==> src/rtl/smm_pkg.sv <==
package smm_pkg;

    localparam int ELEM_W      = 16;  // input element
    localparam int MUL_W       = 2 * ELEM_W;
    localparam int PROD_W      = 35;  // product element, exact for dimension up to 8
    localparam int IDX_W       = 3;   // row and column index
    localparam int OUT_TDATA_W = 48;
    localparam int OUT_PAD_W   = OUT_TDATA_W - PROD_W - 2 * IDX_W;

    // controller to datapath
    typedef struct packed {
        logic wr_en;     // store the incoming element
        logic wr_sel;    // 0: left matrix, 1: right matrix
        logic rd_en;     // issue one multiply-accumulate step
        logic rd_first;  // first term of a dot product
        logic rd_last;   // last term of a dot product
        logic load_out;  // move the finished sum to the output register
        logic out_last;  // final element of the product matrix
    } t_dp_cmd;

    // datapath to controller
    typedef struct packed {
        logic acc_valid; // accumulator holds a complete dot product
        logic out_free;  // output register can take a value this cycle
    } t_dp_status;

endpackage

==> src/rtl/smm_ctrl.sv <==
module smm_ctrl #(
    parameter int MATRIX_DIM = 3,
    parameter int ADDR_W     = 4
) (
    input  logic                     i_clk,
    input  logic                     i_rst_n,
    input  logic                     i_in_valid,
    output logic                     o_in_ready,
    input  smm_pkg::t_dp_status      i_status,
    output smm_pkg::t_dp_cmd         o_cmd,
    output logic [ADDR_W-1:0]        o_wr_addr,
    output logic [ADDR_W-1:0]        o_rd_a_addr,
    output logic [ADDR_W-1:0]        o_rd_b_addr,
    output logic [smm_pkg::IDX_W-1:0] o_row,
    output logic [smm_pkg::IDX_W-1:0] o_col
);

    localparam int CELLS = MATRIX_DIM * MATRIX_DIM;
    localparam logic [smm_pkg::IDX_W-1:0] LAST_IDX = smm_pkg::IDX_W'(MATRIX_DIM - 1);
    localparam logic [ADDR_W-1:0] LAST_CELL = ADDR_W'(CELLS - 1);
    localparam logic [ADDR_W-1:0] DIM_STEP  = ADDR_W'(MATRIX_DIM);

    typedef enum logic [1:0] {
        S_LOAD,
        S_ISSUE,
        S_WAIT
    } t_state;

    t_state                    r_state, n_state;
    logic                      r_in_ready, n_in_ready;
    logic [ADDR_W-1:0]         r_wr_addr, n_wr_addr;
    logic                      r_wr_sel, n_wr_sel;
    logic [smm_pkg::IDX_W-1:0] r_row, n_row;
    logic [smm_pkg::IDX_W-1:0] r_col, n_col;
    logic [smm_pkg::IDX_W-1:0] r_k, n_k;
    logic [ADDR_W-1:0]         r_row_base, n_row_base;
    logic [ADDR_W-1:0]         r_a_addr, n_a_addr;
    logic [ADDR_W-1:0]         r_b_addr, n_b_addr;
    smm_pkg::t_dp_cmd          cmd;
    logic                      accept;
    logic                      last_cell;

    assign accept    = i_in_valid && r_in_ready;
    assign last_cell = (r_row == LAST_IDX) && (r_col == LAST_IDX);

    always_comb begin
        n_state    = r_state;
        n_in_ready = r_in_ready;
        n_wr_addr  = r_wr_addr;
        n_wr_sel   = r_wr_sel;
        n_row      = r_row;
        n_col      = r_col;
        n_k        = r_k;
        n_row_base = r_row_base;
        n_a_addr   = r_a_addr;
        n_b_addr   = r_b_addr;
        cmd        = '0;

        unique case (r_state)
            S_LOAD: begin
                if (accept) begin
                    cmd.wr_en  = 1'b1;
                    cmd.wr_sel = r_wr_sel;
                    if (r_wr_addr == LAST_CELL) begin
                        n_wr_addr = '0;
                        n_wr_sel  = ~r_wr_sel;
                        if (r_wr_sel) begin
                            // both matrices loaded
                            n_state    = S_ISSUE;
                            n_in_ready = 1'b0;
                            n_row      = '0;
                            n_col      = '0;
                            n_k        = '0;
                            n_row_base = '0;
                            n_a_addr   = '0;
                            n_b_addr   = '0;
                        end
                    end else begin
                        n_wr_addr = r_wr_addr + ADDR_W'(1);
                    end
                end
            end
            S_ISSUE: begin
                cmd.rd_en    = 1'b1;
                cmd.rd_first = (r_k == '0);
                cmd.rd_last  = (r_k == LAST_IDX);
                if (r_k == LAST_IDX) begin
                    n_state = S_WAIT;
                    n_k     = '0;
                end else begin
                    n_k      = r_k + smm_pkg::IDX_W'(1);
                    n_a_addr = r_a_addr + ADDR_W'(1);
                    n_b_addr = r_b_addr + DIM_STEP;
                end
            end
            S_WAIT: begin
                if (i_status.acc_valid && i_status.out_free) begin
                    cmd.load_out = 1'b1;
                    cmd.out_last = last_cell;
                    if (last_cell) begin
                        n_state    = S_LOAD;
                        n_in_ready = 1'b1;
                    end else begin
                        n_state = S_ISSUE;
                        if (r_col == LAST_IDX) begin
                            n_col      = '0;
                            n_row      = r_row + smm_pkg::IDX_W'(1);
                            n_row_base = r_row_base + DIM_STEP;
                            n_a_addr   = r_row_base + DIM_STEP;
                            n_b_addr   = '0;
                        end else begin
                            n_col    = r_col + smm_pkg::IDX_W'(1);
                            n_a_addr = r_row_base;
                            n_b_addr = ADDR_W'(r_col) + ADDR_W'(1);
                        end
                    end
                end
            end
            default: begin
                n_state    = S_LOAD;
                n_in_ready = 1'b1;
            end
        endcase
    end

    always_ff @(posedge i_clk) begin
        if (!i_rst_n) begin
            r_state    <= S_LOAD;
            r_in_ready <= 1'b1;
            r_wr_addr  <= '0;
            r_wr_sel   <= 1'b0;
            r_row      <= '0;
            r_col      <= '0;
            r_k        <= '0;
            r_row_base <= '0;
            r_a_addr   <= '0;
            r_b_addr   <= '0;
        end else begin
            r_state    <= n_state;
            r_in_ready <= n_in_ready;
            r_wr_addr  <= n_wr_addr;
            r_wr_sel   <= n_wr_sel;
            r_row      <= n_row;
            r_col      <= n_col;
            r_k        <= n_k;
            r_row_base <= n_row_base;
            r_a_addr   <= n_a_addr;
            r_b_addr   <= n_b_addr;
        end
    end

    assign o_in_ready  = r_in_ready;
    assign o_cmd       = cmd;
    assign o_wr_addr   = r_wr_addr;
    assign o_rd_a_addr = r_a_addr;
    assign o_rd_b_addr = r_b_addr;
    assign o_row       = r_row;
    assign o_col       = r_col;

endmodule

==> src/rtl/smm_datapath.sv <==
module smm_datapath #(
    parameter int MATRIX_DIM = 3,
    parameter int ADDR_W     = 4
) (
    input  logic                              i_clk,
    input  logic                              i_rst_n,
    input  smm_pkg::t_dp_cmd                  i_cmd,
    output smm_pkg::t_dp_status               o_status,
    input  logic [smm_pkg::ELEM_W-1:0]        i_elem,
    input  logic [ADDR_W-1:0]                 i_wr_addr,
    input  logic [ADDR_W-1:0]                 i_rd_a_addr,
    input  logic [ADDR_W-1:0]                 i_rd_b_addr,
    input  logic [smm_pkg::IDX_W-1:0]         i_row,
    input  logic [smm_pkg::IDX_W-1:0]         i_col,
    output logic                              o_out_valid,
    input  logic                              i_out_ready,
    output logic [smm_pkg::OUT_TDATA_W-1:0]   o_out_tdata,
    output logic                              o_out_last
);

    localparam int CELLS = MATRIX_DIM * MATRIX_DIM;
    localparam int EXT_W = smm_pkg::PROD_W - smm_pkg::MUL_W;

    logic signed [smm_pkg::ELEM_W-1:0] mem_a [CELLS];
    logic signed [smm_pkg::ELEM_W-1:0] mem_b [CELLS];

    logic signed [smm_pkg::ELEM_W-1:0] r_a_q, r_b_q;
    logic signed [smm_pkg::MUL_W-1:0]  r_prod;
    logic signed [smm_pkg::PROD_W-1:0] r_acc;
    logic        [smm_pkg::PROD_W-1:0] r_out_value;
    logic        [smm_pkg::IDX_W-1:0]  r_out_row, r_out_col;
    logic                              r_out_last;
    logic                              r_v1, r_first1, r_last1;
    logic                              r_v2, r_first2, r_last2;
    logic                              r_acc_valid;
    logic                              r_out_valid;
    logic signed [smm_pkg::PROD_W-1:0] prod_ext;
    logic                              out_free;

    // element stores, registered read
    always_ff @(posedge i_clk) begin
        if (i_cmd.wr_en && !i_cmd.wr_sel) begin
            mem_a[i_wr_addr] <= i_elem;
        end
        r_a_q <= mem_a[i_rd_a_addr];
    end

    always_ff @(posedge i_clk) begin
        if (i_cmd.wr_en && i_cmd.wr_sel) begin
            mem_b[i_wr_addr] <= i_elem;
        end
        r_b_q <= mem_b[i_rd_b_addr];
    end

    assign prod_ext = {{EXT_W{r_prod[smm_pkg::MUL_W-1]}}, r_prod};
    assign out_free = !r_out_valid || i_out_ready;

    // read -> multiply -> accumulate
    always_ff @(posedge i_clk) begin
        r_first1 <= i_cmd.rd_first;
        r_last1  <= i_cmd.rd_last;
        r_first2 <= r_first1;
        r_last2  <= r_last1;
        r_prod   <= r_a_q * r_b_q;
        if (r_v2) begin
            r_acc <= r_first2 ? prod_ext : r_acc + prod_ext;
        end
        if (i_cmd.load_out) begin
            r_out_value <= r_acc;
            r_out_row   <= i_row;
            r_out_col   <= i_col;
            r_out_last  <= i_cmd.out_last;
        end
    end

    always_ff @(posedge i_clk) begin
        if (!i_rst_n) begin
            r_v1        <= 1'b0;
            r_v2        <= 1'b0;
            r_acc_valid <= 1'b0;
            r_out_valid <= 1'b0;
        end else begin
            r_v1 <= i_cmd.rd_en;
            r_v2 <= r_v1;
            if (i_cmd.load_out) begin
                r_acc_valid <= 1'b0;
            end else if (r_v2 && r_last2) begin
                r_acc_valid <= 1'b1;
            end
            if (i_cmd.load_out) begin
                r_out_valid <= 1'b1;
            end else if (i_out_ready) begin
                r_out_valid <= 1'b0;
            end
        end
    end

    assign o_status.acc_valid = r_acc_valid;
    assign o_status.out_free  = out_free;
    assign o_out_valid = r_out_valid;
    assign o_out_tdata = {{smm_pkg::OUT_PAD_W{1'b0}}, r_out_col, r_out_row, r_out_value};
    assign o_out_last  = r_out_last;

endmodule

==> src/rtl/square_matrix_multiply_top.sv <==
// Channel    Dir  Payload (tdata from bit 0 up)                        Marker
// s_axis     in   element_value[15:0]                                  -
// m_axis     out  product_value[34:0], out_row[37:35], out_col[40:38]  tlast = last_element
//
// Loading takes one element per cycle, 2*N*N elements, A then B, row-major.
// Each product element takes N steps through the single 16x16 multiplier,
// then passes the store read, multiply and accumulate registers.
// No element is taken while the N*N products are formed; the output register
// frees the next load while the final product is still waiting.
// Synchronous active-low reset; stores need no clearing. A stalled output holds.
module square_matrix_multiply_top #(
    parameter int MATRIX_DIM = 3
) (
    input  logic                            i_clk,
    input  logic                            i_rst_n,
    input  logic                            i_s_axis_tvalid,
    output logic                            o_s_axis_tready,
    input  logic [smm_pkg::ELEM_W-1:0]      i_s_axis_tdata,  // element_value
    output logic                            o_m_axis_tvalid,
    input  logic                            i_m_axis_tready,
    output logic [smm_pkg::OUT_TDATA_W-1:0] o_m_axis_tdata,  // product_value, out_row, out_col
    output logic                            o_m_axis_tlast
);

    localparam int ADDR_W = $clog2(MATRIX_DIM * MATRIX_DIM);

    smm_pkg::t_dp_cmd          cmd;
    smm_pkg::t_dp_status       status;
    logic [ADDR_W-1:0]         wr_addr, rd_a_addr, rd_b_addr;
    logic [smm_pkg::IDX_W-1:0] row, col;

    smm_ctrl #(
        .MATRIX_DIM (MATRIX_DIM),
        .ADDR_W     (ADDR_W)
    ) u_ctrl (
        .i_clk       (i_clk),
        .i_rst_n     (i_rst_n),
        .i_in_valid  (i_s_axis_tvalid),
        .o_in_ready  (o_s_axis_tready),
        .i_status    (status),
        .o_cmd       (cmd),
        .o_wr_addr   (wr_addr),
        .o_rd_a_addr (rd_a_addr),
        .o_rd_b_addr (rd_b_addr),
        .o_row       (row),
        .o_col       (col)
    );

    smm_datapath #(
        .MATRIX_DIM (MATRIX_DIM),
        .ADDR_W     (ADDR_W)
    ) u_datapath (
        .i_clk       (i_clk),
        .i_rst_n     (i_rst_n),
        .i_cmd       (cmd),
        .o_status    (status),
        .i_elem      (i_s_axis_tdata),
        .i_wr_addr   (wr_addr),
        .i_rd_a_addr (rd_a_addr),
        .i_rd_b_addr (rd_b_addr),
        .i_row       (row),
        .i_col       (col),
        .o_out_valid (o_m_axis_tvalid),
        .i_out_ready (i_m_axis_tready),
        .o_out_tdata (o_m_axis_tdata),
        .o_out_last  (o_m_axis_tlast)
    );

endmodule

==> config.mk <==
export PLATFORM = sky130hd
export DESIGN_NAME = square_matrix_multiply_top
export DESIGN_NICKNAME = d
export VERILOG_FILES = /design/src/rtl/smm_pkg.sv /design/src/rtl/smm_ctrl.sv /design/src/rtl/smm_datapath.sv /design/src/rtl/square_matrix_multiply_top.sv
export SDC_FILE = /design/constraint.sdc
export NUM_CORES = 1
export LEC_CHECK = 0
export BUFFER_PORTS_ARGS = -buffer_cell sky130_fd_sc_hd__buf_4
export CAP_MARGIN = 20
export CORE_MARGIN = 2
export CORE_UTILIZATION = 50
export CTS_CLUSTER_SIZE = 24
export DETAILED_ROUTE_END_ITERATION = 8
export PLACE_DENSITY = 0.66
export SLEW_MARGIN = 20
export SYNTH_ARGS = -nofsm -noshare
export SYNTH_HDL_FRONTEND = slang
export SYNTH_SLANG_ARGS = --single-unit
==> constraint.sdc <==
create_clock -name i_clk -period 6.8 [get_ports i_clk]
set_clock_uncertainty 0.15 [all_clocks]
set_input_delay 0.68 -clock i_clk [delete_from_list [all_inputs] [get_ports i_clk]]
set_output_delay 0.68 -clock i_clk [all_outputs]
set_load 0.02 [all_outputs]
# ---- Yosys cells after proc, flatten, opt, wreduce, memory -nomap -nowiden
# Memories as Yosys holds them, arrays and structs flattened. A register that Yosys moved wholly into a read port is not among the register bits.
# Index checks and enable logic that the tools add are counted.
# W data, S select, Z words.
dict set report classes {
  add_sub_neg 9
  n_mul 1
  div 0
  order_cmp 0
  eq_ne 15
  shifts 0
  muxes 53
  bitwise_logic 3
  reduce_logical 25
}
# operator n
set op_table {}
lappend op_table {{$mux W4} 12}
lappend op_table {{$add A35 B32 Y35} 1}
lappend op_table {{$mux W35} 1}
lappend op_table {{$mux W3} 11}
lappend op_table {{$mul A16 B16 Y32} 1}
lappend op_table {{$pmux W4 S3} 2}
lappend op_table {{$mux W2} 9}
lappend op_table {{$pmux W3 S2} 3}
lappend op_table {{$ne A2 B1 Y1 const B} 7}
lappend op_table {{$reduce_and A7 Y1} 2}
lappend op_table {{$mux W1} 12}
lappend op_table {{$reduce_and A6 Y1} 2}
lappend op_table {{$add A3 B1 Y3 const B} 3}
lappend op_table {{$eq A3 B2 Y1 const B} 3}
lappend op_table {{$add A4 B1 Y4 const B} 2}
lappend op_table {{$add A4 B2 Y4 const B} 2}
lappend op_table {{$pmux W4 S2} 1}
lappend op_table {{$logic_and A1 B1 Y1} 6}
lappend op_table {{$pmux W2 S3} 1}
lappend op_table {{$reduce_bool A2 Y1} 3}
lappend op_table {{$reduce_and A5 Y1} 1}
lappend op_table {{$add A3 B1 Y4 const B} 1}
lappend op_table {{$eq A4 B4 Y1 const B} 1}
lappend op_table {{$ne A2 B2 Y1 const B} 2}
lappend op_table {{other kinds (13)} 17}
dict set report word_totals {
  regBits 146
  latchBits 0
  mem_bits_rw 288
  rom_bits 0
  inputBits 20
  out_inout_bits 51
  elab_cells 132
  memories 2
}
# memory words word_bits read_ports rd_ports_with_merged_regs wr line
set memory_table {}
lappend memory_table {u_datapath.mem_a 9 16 1 1 1 smm_datapath.sv:24} ;# logic signed [smm_pkg::ELEM_W-1:0] mem_a [CELLS];
lappend memory_table {u_datapath.mem_b 9 16 1 1 1 smm_datapath.sv:25} ;# logic signed [smm_pkg::ELEM_W-1:0] mem_b [CELLS];

# ---- Logic depth before layout (Yosys ltp)
# Gate-level depths: netlist (run 1).
dict set report logic_depth {
  depth_word 7
  depth_mapped 23
  depth_no_buf 22
}

# ---- Cells and area by module
# Synthesis (run 1) repeated with hierarchy kept, for this count alone.
dict set report unflattened {
  cells_unflattened 2307
  area_unflattened_um2 28628.7
}
# module n_inst cells_per_inst area_each_um2 seq_area_each_um2
set by_module_without_submodules {}
lappend by_module_without_submodules {smm_datapath 1 2074 26768.2 12401.9}
lappend by_module_without_submodules {smm_ctrl 1 233 1860.5 580.6}

# ---- Worst setup path before layout (run 1)
# No wires, ideal clock.
dict set report synth_timing {
  kind {flip-flop to flip-flop}
  start {register u_datapath.r_a_q[15] in the netlist's numbering (read register of u_datapath.mem_a)}
  end {register u_datapath.r_prod[30] in the netlist's numbering}
  setup_time_ns 0.072
  t_arrival_ns 5.947
  required_ns 6.578
  setup_slack_ns 0.631
  path_stages_with_launch 21
  n_path_buf 1
  period_less_slack_ns 6.169
  cell_sequence {dfxtp_1 -> clkbuf_1 -> nand2_1 -> inv_1 -> fa_1 -> fa_1 -> fa_1 -> fa_1 -> fa_1 -> inv_1 -> fa_1 -> inv_1 -> ha_1 -> o21ai_0 -> o21ai_0 -> a21oi_1 -> o31a_1 -> o211ai_1 -> a41o_1 -> a21oi_1 -> xnor2_1}
}
dict set report synth_between {
  elab_chain_cells 1
}
# item line
set synth_rtl {}
lappend synth_rtl {{from (decl)} smm_datapath.sv:27} ;# logic signed [smm_pkg::ELEM_W-1:0] r_a_q, r_b_q;
lappend synth_rtl {{$mul A16 B16 Y32} smm_datapath.sv:64} ;# r_prod <= r_a_q * r_b_q;
lappend synth_rtl {{to (signal assigned)} smm_datapath.sv:64}
lappend synth_rtl {{to (decl)} smm_datapath.sv:28} ;# logic signed [smm_pkg::MUL_W-1:0] r_prod;
# Every way passes these cells.
# A chain may end at the register's enable or synchronous reset.

# ---- Final worst setup path (run 1)
dict set report layout_timing {
  start {register u_datapath.r_b_q[5] in the netlist's numbering (read register of u_datapath.mem_b)}
  end {register u_datapath.r_prod[25] in the netlist's numbering}
}
dict set report layout_between {
  elab_chain_cells 1
}
# item line
set layout_rtl {}
lappend layout_rtl {{from (decl)} smm_datapath.sv:27}
lappend layout_rtl {{$mul A16 B16 Y32} smm_datapath.sv:64}
# Every way passes these cells.

==> results.json, run 1 <==
{
  "reg2reg_slack_ns": 0.27,
  "power.clock.fraction": 0.194,
  "timing.setup.critical_path_class": "flip-flop to flip-flop",
  "mostFrequentLayoutCells": "365 x sky130_fd_sc_hd__edfxtp_1, 310 x sky130_fd_sc_hd__inv_1, 262 x sky130_fd_sc_hd__fa_1",
  "drt_drc_violations_left": 0,
  "core-area_um2": 56280,
  "postSynth.topFlopCell": "sky130_fd_sc_hd__edfxtp_1",
  "cts-buffers-inserted": 49,
  "place_congestion": 0.8693,
  "syn2layout_area_growth_pct": 10.40,
  "power-per-cell-area_nw_per_um2": 411.4,
  "finalNetCount": 2760,
  "dpl.hpwl_um": 42120,
  "yosys.cell_types.count": 77,
  "floorplan.io_pins": 71,
  "power.switching_mw": 5.078,
  "cts_max_path_buffers": 3,
  "drt_pass1_iterations": 5,
  "ctsRootBufferMaster": "sky130_fd_sc_hd__clkbuf_16",
  "r2r-end": "u_datapath.r_prod[25]",
  "leak_nw": 12.23,
  "postPlaceCellArea_um2": 29830,
  "layout_commonest_cell": "sky130_fd_sc_hd__edfxtp_1",
  "timing.final.ws_setup_ns": 0.2699,
  "worstHoldPathCells": 0,
  "dp_slack_ns": 0.1222,
  "cp_data_arrival_time_ns": 6.84,
  "cts_setup_buffers": 0,
  "finish.instance_area_um2": 31330,
  "wl_um": 58580,
  "h-tree-depth": 2,
  "detail_route.iter0.violations": 1236,
  "port_buffers": 63,
  "clk-insertion-delay-late_ns": 0.60,
  "grt_util_all_layers": 0.2050,
  "yosys-top-cells-area": "sky130_fd_sc_hd__edfxtp_1 39%, sky130_fd_sc_hd__fa_1 19%, sky130_fd_sc_hd__dfxtp_1 7.1%",
  "timing_worst_slew_pin_value_ns": 1.036,
  "min_path_type": "flip-flop to flip-flop",
  "grt_pass1_vias": 17742,
  "syn_inst": 2277,
  "ir_worst_vdd_v": 0.0003585,
  "p_int_mw": 7.811,
  "n_antenna_cell": 0,
  "postSynth.asyncResetShare": 0,
  "worst_case_reg_to_reg_path_depth": 21,
  "yosys_warnings": 0,
  "setup.worst_path.end_class": "flip-flop",
  "dr_total_vias": 16887,
  "cts.reportedPaths.clkPinSlew_ns": 0.06,
  "antenna_found_initial": 0,
  "synth.top_cell.area_share": 0.3862,
  "critPathLaunchType": "flip-flop",
  "power.share.sequential": 0.266,
  "avgSynthCellArea_um2": 12.46,
  "vertical_die_dimension_um": 242.2,
  "fin_tns_setup_ns": 0,
  "pwr-share-comb": 0.540,
  "die_width_um": 242.2,
  "maxSlewHeadroom": 0.3074,
  "worst_ep_required_time_ns": 7.11,
  "tritoncts": "yes",
  "initial_core_util": 0.5042,
  "number_of_cell_rows": 87,
  "routed_wire_length_per_instance_um": 18.64,
  "total_of_max_cap_violations": 0,
  "timing.hold.worst_endpoint": "u_datapath.r_first2",
  "worst_hold_slack_ns": 0.1844,
  "final_max_slew_viol_count": 0,
  "cts_num_sinks": 466,
  "postSynthRegisterBits": 466,
  "grt_remaining_overflow": 0,
  "final_layout_size_suffix_gt1_frac": 0.1127,
  "switching_share": 0.3940,
  "grt_first_pass_wirelength_um": 95090,
  "layout_min_cycle_time_ns": 6.530,
  "largest_fanout_on_the_critical_path": 16,
  "setup_viol_count_final": 0,
  "final_min_period_over_clock_period": 0.9603,
  "yosysTopAreaCell": "sky130_fd_sc_hd__edfxtp_1",
  "number_of_enable_flip_flop_cells_after_synthesis": 365,
  "grt_max_degree": 65,
  "result_of_the_run": "finished, final reports clean",
  "report.final.hold_viol_count": 0,
  "detail_route.vias_per_cell": 5.375,
  "power_mw": 12.89,
  "synth-seq-area-share": 0.4575,
  "syn_area_um2": 28380,
  "fp.dieArea_um2": 58680,
  "unrepaired_setup_endpoints_after_global_routing": "no",
  "maximum_operating_frequency_mhz": 153.1,
  "timing.hold.worst.start": "u_datapath.r_first1",
  "crit_reg_reg_startpoint": "u_datapath.r_b_q[5]",
  "antenna_left": 0
}
==> state kept, by name, indices dropped and copies added (netlist names), 2 cells and up <==
| register | count |
|---|---|
| u_datapath.r_a_q | 16 |
| u_datapath.r_out_col | 3 |
| u_datapath.mem_b | 144 |
| u_ctrl.o_rd_a_addr | 4 |
| u_ctrl.o_row | 3 |
| u_datapath.r_prod | 32 |
| u_ctrl.o_rd_b_addr | 4 |
| u_datapath.r_acc | 35 |
| u_ctrl.r_row_base | 4 |
| u_ctrl.r_state | 2 |
| u_ctrl.o_col | 3 |
| u_datapath.mem_a | 144 |
| u_ctrl.r_k | 3 |
| u_datapath.r_out_value | 35 |
| u_ctrl.o_wr_addr | 4 |
| u_datapath.r_out_row | 3 |
| u_datapath.r_b_q | 16 |
==> power groups by stage <==
| stage | clock network, mW | registers, mW | logic, mW |
|---|---|---|---|
| 3_5_place_dp | 0 | 3.49 | 6.92 |
| 5_1_grt | 2.67 | 3.44 | 7.98 |
| 4_1_cts | 2.56 | 3.43 | 6.97 |
| 2_1_floorplan | 0 | 3.46 | 5.44 |
| 3_3_place_gp | 0 | 3.49 | 6.73 |
| 6_report | 2.50 | 3.43 | 6.96 |
==> stage by stage <==
stage | cells | util
after global placement | 3053 | 0.5301
after global routing | 3142 | 0.5567
after floorplan | 2283 | -
after CTS | 3142 | 0.5565
after detailed placement | 3053 | 0.5301
final | 3142 | 0.5567
==> per-layer routing <==
layer	global-route usage	part of all wire
met1	0.2707	0.43
met5	0	0
met3	0.03168	0.048
met4	0.05029	0.021
met2	0.3567	0.50
==> cell type report <==
type,count,area (um2)
flip-flops and latches,466,13000
well taps,756,945.9
inverters,312,1171
clock buffers,68,1308
clock inverters,21,180.2
repair buffers,100,750.7
multi-input cells,1419,13980
fillers,4550,24950
==> worst max-delay path, stage by stage, from the launching register on <==
cell and delay, ns:
sky130_fd_sc_hd__dfxtp_1 0.61, sky130_fd_sc_hd__and2_1 0.22, sky130_fd_sc_hd__fa_1 0.42, sky130_fd_sc_hd__inv_1 0.08
sky130_fd_sc_hd__fa_1 0.43, sky130_fd_sc_hd__fa_1 0.52, sky130_fd_sc_hd__inv_1 0.06, sky130_fd_sc_hd__fa_1 0.49
sky130_fd_sc_hd__fa_1 0.49, sky130_fd_sc_hd__inv_1 0.05, sky130_fd_sc_hd__fa_1 0.47, sky130_fd_sc_hd__inv_1 0.04
sky130_fd_sc_hd__ha_1 0.35, sky130_fd_sc_hd__a21o_1 0.20, sky130_fd_sc_hd__a21oi_1 0.24, sky130_fd_sc_hd__a31oi_1 0.16
sky130_fd_sc_hd__a2111oi_2 0.54, sky130_fd_sc_hd__nor2_1 0.19, sky130_fd_sc_hd__o31a_1 0.31, sky130_fd_sc_hd__o21ai_2 0.17
sky130_fd_sc_hd__or3_1 0.12, sky130_fd_sc_hd__o2111ai_1 0.09
==> repair_timing <==
item | 4_1_cts | 5_1_grt
endpoints found under the setup margin | 0 | 4
gates resized for setup | 0 | 6
hold buffers | 0 | 0
==> worst max-delay path by stage <==
stage / from / endpoint / slack, ns / depth (start not counted)
after global routing: u_datapath.r_a_q[7] / u_datapath.r_prod[25] / 0.001 / 22
final: u_datapath.r_b_q[5] / u_datapath.r_prod[25] / 0.27 / 21
after CTS: u_datapath.r_b_q[1] / u_datapath.r_prod[30] / 0.10 / 19
after global placement: u_datapath.r_b_q[1] / u_datapath.r_prod[25] / 0.34 / 20
after floorplan: u_datapath.r_a_q[15] / u_datapath.r_prod[30] / 0.63 / 20
after detailed placement: u_datapath.r_b_q[1] / u_datapath.r_prod[30] / 0.12 / 19
==> cell families after synthesis <==
logic type | after synthesis | synth area share
AND/OR/NAND/NOR | 567 | 0.09780
adder cells (fa/ha/maj) | 392 | 0.2424
XOR/XNOR | 65 | 0.02006
buffers and inverters | 398 | 0.05397
flip-flops | 466 | 0.4575
other | 1 | 0.0001321
AO/OA/AOI/OAI | 286 | 0.06385
multiplexers | 102 | 0.06429
==> synthesized netlist by cell type, drive strengths merged, types with 21 or more instances <==
cell	count
edfxtp	365
inv	311
fa	263
nand2	240
and2	139
ha	129
o21ai	107
dfxtp	101
nor2	67
clkbuf	65
mux4	64
a21oi	60
xnor2	39
mux2i	36
xor2	26
nor2b	22
nor3	22
a21o	21
buf	21
nand3	21
No activity file was read; power rests on OpenSTA's default activity.
==> run 2, diff against run 1 <==
--- a/config.mk
+++ b/config.mk
@@ -8,10 +8,10 @@
 export BUFFER_PORTS_ARGS = -buffer_cell sky130_fd_sc_hd__buf_4
 export CAP_MARGIN = 20
 export CORE_MARGIN = 2
-export CORE_UTILIZATION = 50
+export CORE_UTILIZATION = 40
 export CTS_CLUSTER_SIZE = 24
 export DETAILED_ROUTE_END_ITERATION = 8
-export PLACE_DENSITY = 0.66
+export PLACE_DENSITY = 0.55
 export SLEW_MARGIN = 20
 export SYNTH_ARGS = -nofsm -noshare
 export SYNTH_HDL_FRONTEND = slang
==> run 2 against run 1 <==
Against the previous run:
- sequential power is essentially flat
- critical path depth grew 1
- register-to-register slack gained 0.12 ns
- hold slack lost 0.0091 ns
- largest cell class unchanged
- worst setup slack gained 0.12 ns
- non-clock buffer count grew 13
- routed wire length grew 5.2%
- die area grew 25%
- clock-buffer cell count shrank 3
- largest power group unchanged
- global-route usage shrank 3.3 points
- critical endpoint unchanged
==> results.json, run 2 (synthesized netlist as in run 1, its figures left out) <==
{
  "clk-insertion-delay-late_ns": 0.62,
  "core-area_um2": 70150,
  "mostFrequentLayoutCells": "365 x sky130_fd_sc_hd__edfxtp_1, 310 x sky130_fd_sc_hd__inv_1, 262 x sky130_fd_sc_hd__fa_1",
  "result_of_the_run": "finished, final reports clean",
  "grt_first_pass_wirelength_um": 98990,
  "final_min_period_over_clock_period": 0.9426,
  "cts_max_path_buffers": 3,
  "antenna_found_initial": 4,
  "maxSlewHeadroom": 0.3071,
  "timing_worst_slew_pin_value_ns": 1.039,
  "power.clock.fraction": 0.217,
  "setup.worst_path.end_class": "flip-flop",
  "place_congestion": 0.8462,
  "largest_fanout_on_the_critical_path": 9,
  "timing.final.ws_setup_ns": 0.3904,
  "critPathCapture": "u_datapath.r_prod[25]",
  "crit_reg_reg_startpoint": "u_datapath.r_a_q[8]",
  "placed_cells": 3250,
  "total_of_max_cap_violations": 0,
  "n_fill_cell": 6476,
  "floorplan.io_pins": 71,
  "cts.reportedPaths.clkPinSlew_ns": 0.05,
  "syn2layout_area_growth_pct": 12.52,
  "number_of_cell_rows": 97,
  "fp.dieArea_um2": 73090,
  "leak_nw": 12.45,
  "routed_wire_length_per_instance_um": 18.41,
  "finalNetCount": 2776,
  "cp_data_arrival_time_ns": 6.77,
  "detail_route.vias_per_cell": 4.994,
  "power.share.sequential": 0.257,
  "fin_tns_setup_ns": 0,
  "setup_viol_count_final": 0,
  "antenna_left": 0,
  "cts-hold-fix-buffers": 0,
  "ff_latch_area_um2": 13000,
  "worst_hold_slack_ns": 0.1753,
  "critPathLaunchType": "flip-flop",
  "ir_worst_vdd_v": 0.0003480,
  "largest_registers": "u_datapath.mem_a: 144 flops, u_datapath.mem_b: 144 flops",
  "timing.setup.critical_path_class": "flip-flop to flip-flop",
  "startpoint": "u_datapath.r_a_q[8]",
  "wl_um": 61650,
  "final_layout_size_suffix_gt1_frac": 0.1242,
  "h-tree-depth": 2,
  "min_path_type": "flip-flop to flip-flop",
  "initial_core_util": 0.4045,
  "switching_share": 0.3877,
  "layout_min_cycle_time_ns": 6.410,
  "tritoncts": "yes",
  "worst_ep_required_time_ns": 7.16,
  "unrepaired_setup_endpoints_after_global_routing": "no",
  "vertical_die_dimension_um": 270.4,
  "reg2reg_slack_ns": 0.39,
  "ctsRootBufferMaster": "sky130_fd_sc_hd__clkbuf_16",
  "power-per-cell-area_nw_per_um2": 418.9,
  "p_int_mw": 8.191,
  "grt_remaining_overflow": 0,
  "drt_pass1_iterations": 7,
  "dr_total_vias": 16726,
  "pwr-share-comb": 0.526,
  "power.switching_mw": 5.186,
  "cts_num_sinks": 466,
  "dp_slack_ns": 0.2718,
  "multiInputGateArea_um2": 13950,
  "report.final.hold_viol_count": 0,
  "grt_util_all_layers": 0.1721,
  "grt_max_degree": 56,
  "layoutNonFillerInstCount": 3349,
  "layout_commonest_cell": "sky130_fd_sc_hd__edfxtp_1",
  "drt_drc_violations_left": 0,
  "detail_route.iter0.violations": 1189,
  "cts-buffers-inserted": 52,
  "worst_case_reg_to_reg_path_depth": 22,
  "grt_pass1_vias": 17766,
  "port_buffers": 63,
  "r2r-end": "u_datapath.r_prod[25]",
  "dpl.hpwl_um": 44300,
  "die_width_um": 270.4,
  "final_max_slew_viol_count": 0,
  "maximum_operating_frequency_mhz": 156.0
}
[run 2: power by group through the flow]
stage          clock network [mW]  registers (mW)  logic (mW)
2_1_floorplan                   0            3.46        5.44
3_3_place_gp                    0            3.49        6.87
3_5_place_dp                    0            3.49        7.04
4_1_cts                      2.99            3.43        7.08
5_1_grt                      3.10            3.45        8.12
6_report                     2.91            3.43        7.04
[run 2: per-stage QoR]
step | area (um2) | utilization | total power [mW]
floorplan | 28400 | - | 8.901
CTS | 31910 | 0.4549 | 13.51
global route | 31930 | 0.4551 | 14.67
detailed placement | 30120 | 0.4294 | 10.54
finish | 31930 | 0.4552 | 13.38
global placement | 30120 | 0.4294 | 10.36
[run 2: layout make-up]
class / instances / area share
multi-input cells: 1419 / 0.4368
flip-flops and latches: 466 / 0.4070
clock buffers: 65 / 0.04357
well taps: 940 / 0.03683
inverters: 312 / 0.03668
repair buffers: 113 / 0.02657
clock inverters: 33 / 0.01246
diodes: 1 / 0.00007837
[run 2: critical path, cell delays in order, from the launching register on]
cell and delay (ns):
sky130_fd_sc_hd__dfxtp_1 0.52, sky130_fd_sc_hd__buf_4 0.24, sky130_fd_sc_hd__nand2_1 0.09, sky130_fd_sc_hd__fa_1 0.54
sky130_fd_sc_hd__inv_1 0.05, sky130_fd_sc_hd__fa_1 0.48, sky130_fd_sc_hd__fa_1 0.58, sky130_fd_sc_hd__fa_1 0.44
sky130_fd_sc_hd__fa_1 0.50, sky130_fd_sc_hd__inv_1 0.05, sky130_fd_sc_hd__fa_1 0.47, sky130_fd_sc_hd__inv_1 0.04
sky130_fd_sc_hd__ha_1 0.36, sky130_fd_sc_hd__nand3_1 0.17, sky130_fd_sc_hd__or2_0 0.27, sky130_fd_sc_hd__a31oi_2 0.21
sky130_fd_sc_hd__a2111oi_2 0.08, sky130_fd_sc_hd__buf_4 0.17, sky130_fd_sc_hd__nor2_1 0.25, sky130_fd_sc_hd__o31a_1 0.21
sky130_fd_sc_hd__o21ai_2 0.07, sky130_fd_sc_hd__or3_1 0.31, sky130_fd_sc_hd__o2111ai_1 0.09
[run 2: layer usage]
metal,up-vias,GRT usage,routed length (um)
li1,7884,-,-
met1,8453,0.2309,27950
met2,293,0.2945,30020
met3,90,0.02525,2426
met4,6,0.04144,1231
met5,-,0,32
[run 2: how the worst min path moves through the flow]
stage / startpoint / end / slack [ns] / cells after the start
2_1_floorplan: u_datapath.r_first1 / u_datapath.r_first2 / 0.16 / 0
3_3_place_gp: u_datapath.r_last1 / u_datapath.r_last2 / 0.16 / 0
3_5_place_dp: u_datapath.r_first1 / u_datapath.r_first2 / 0.16 / 0
4_1_cts: u_datapath.r_first1 / u_datapath.r_first2 / 0.18 / 0
5_1_grt: u_datapath.r_last1 / u_datapath.r_last2 / 0.19 / 0
6_report: u_datapath.r_first1 / u_datapath.r_first2 / 0.18 / 0
[run 2: repair_timing]
action,CTS,global route
setup endpoints to repair,0,4
buffers inserted,0,0
resized for setup,0,9
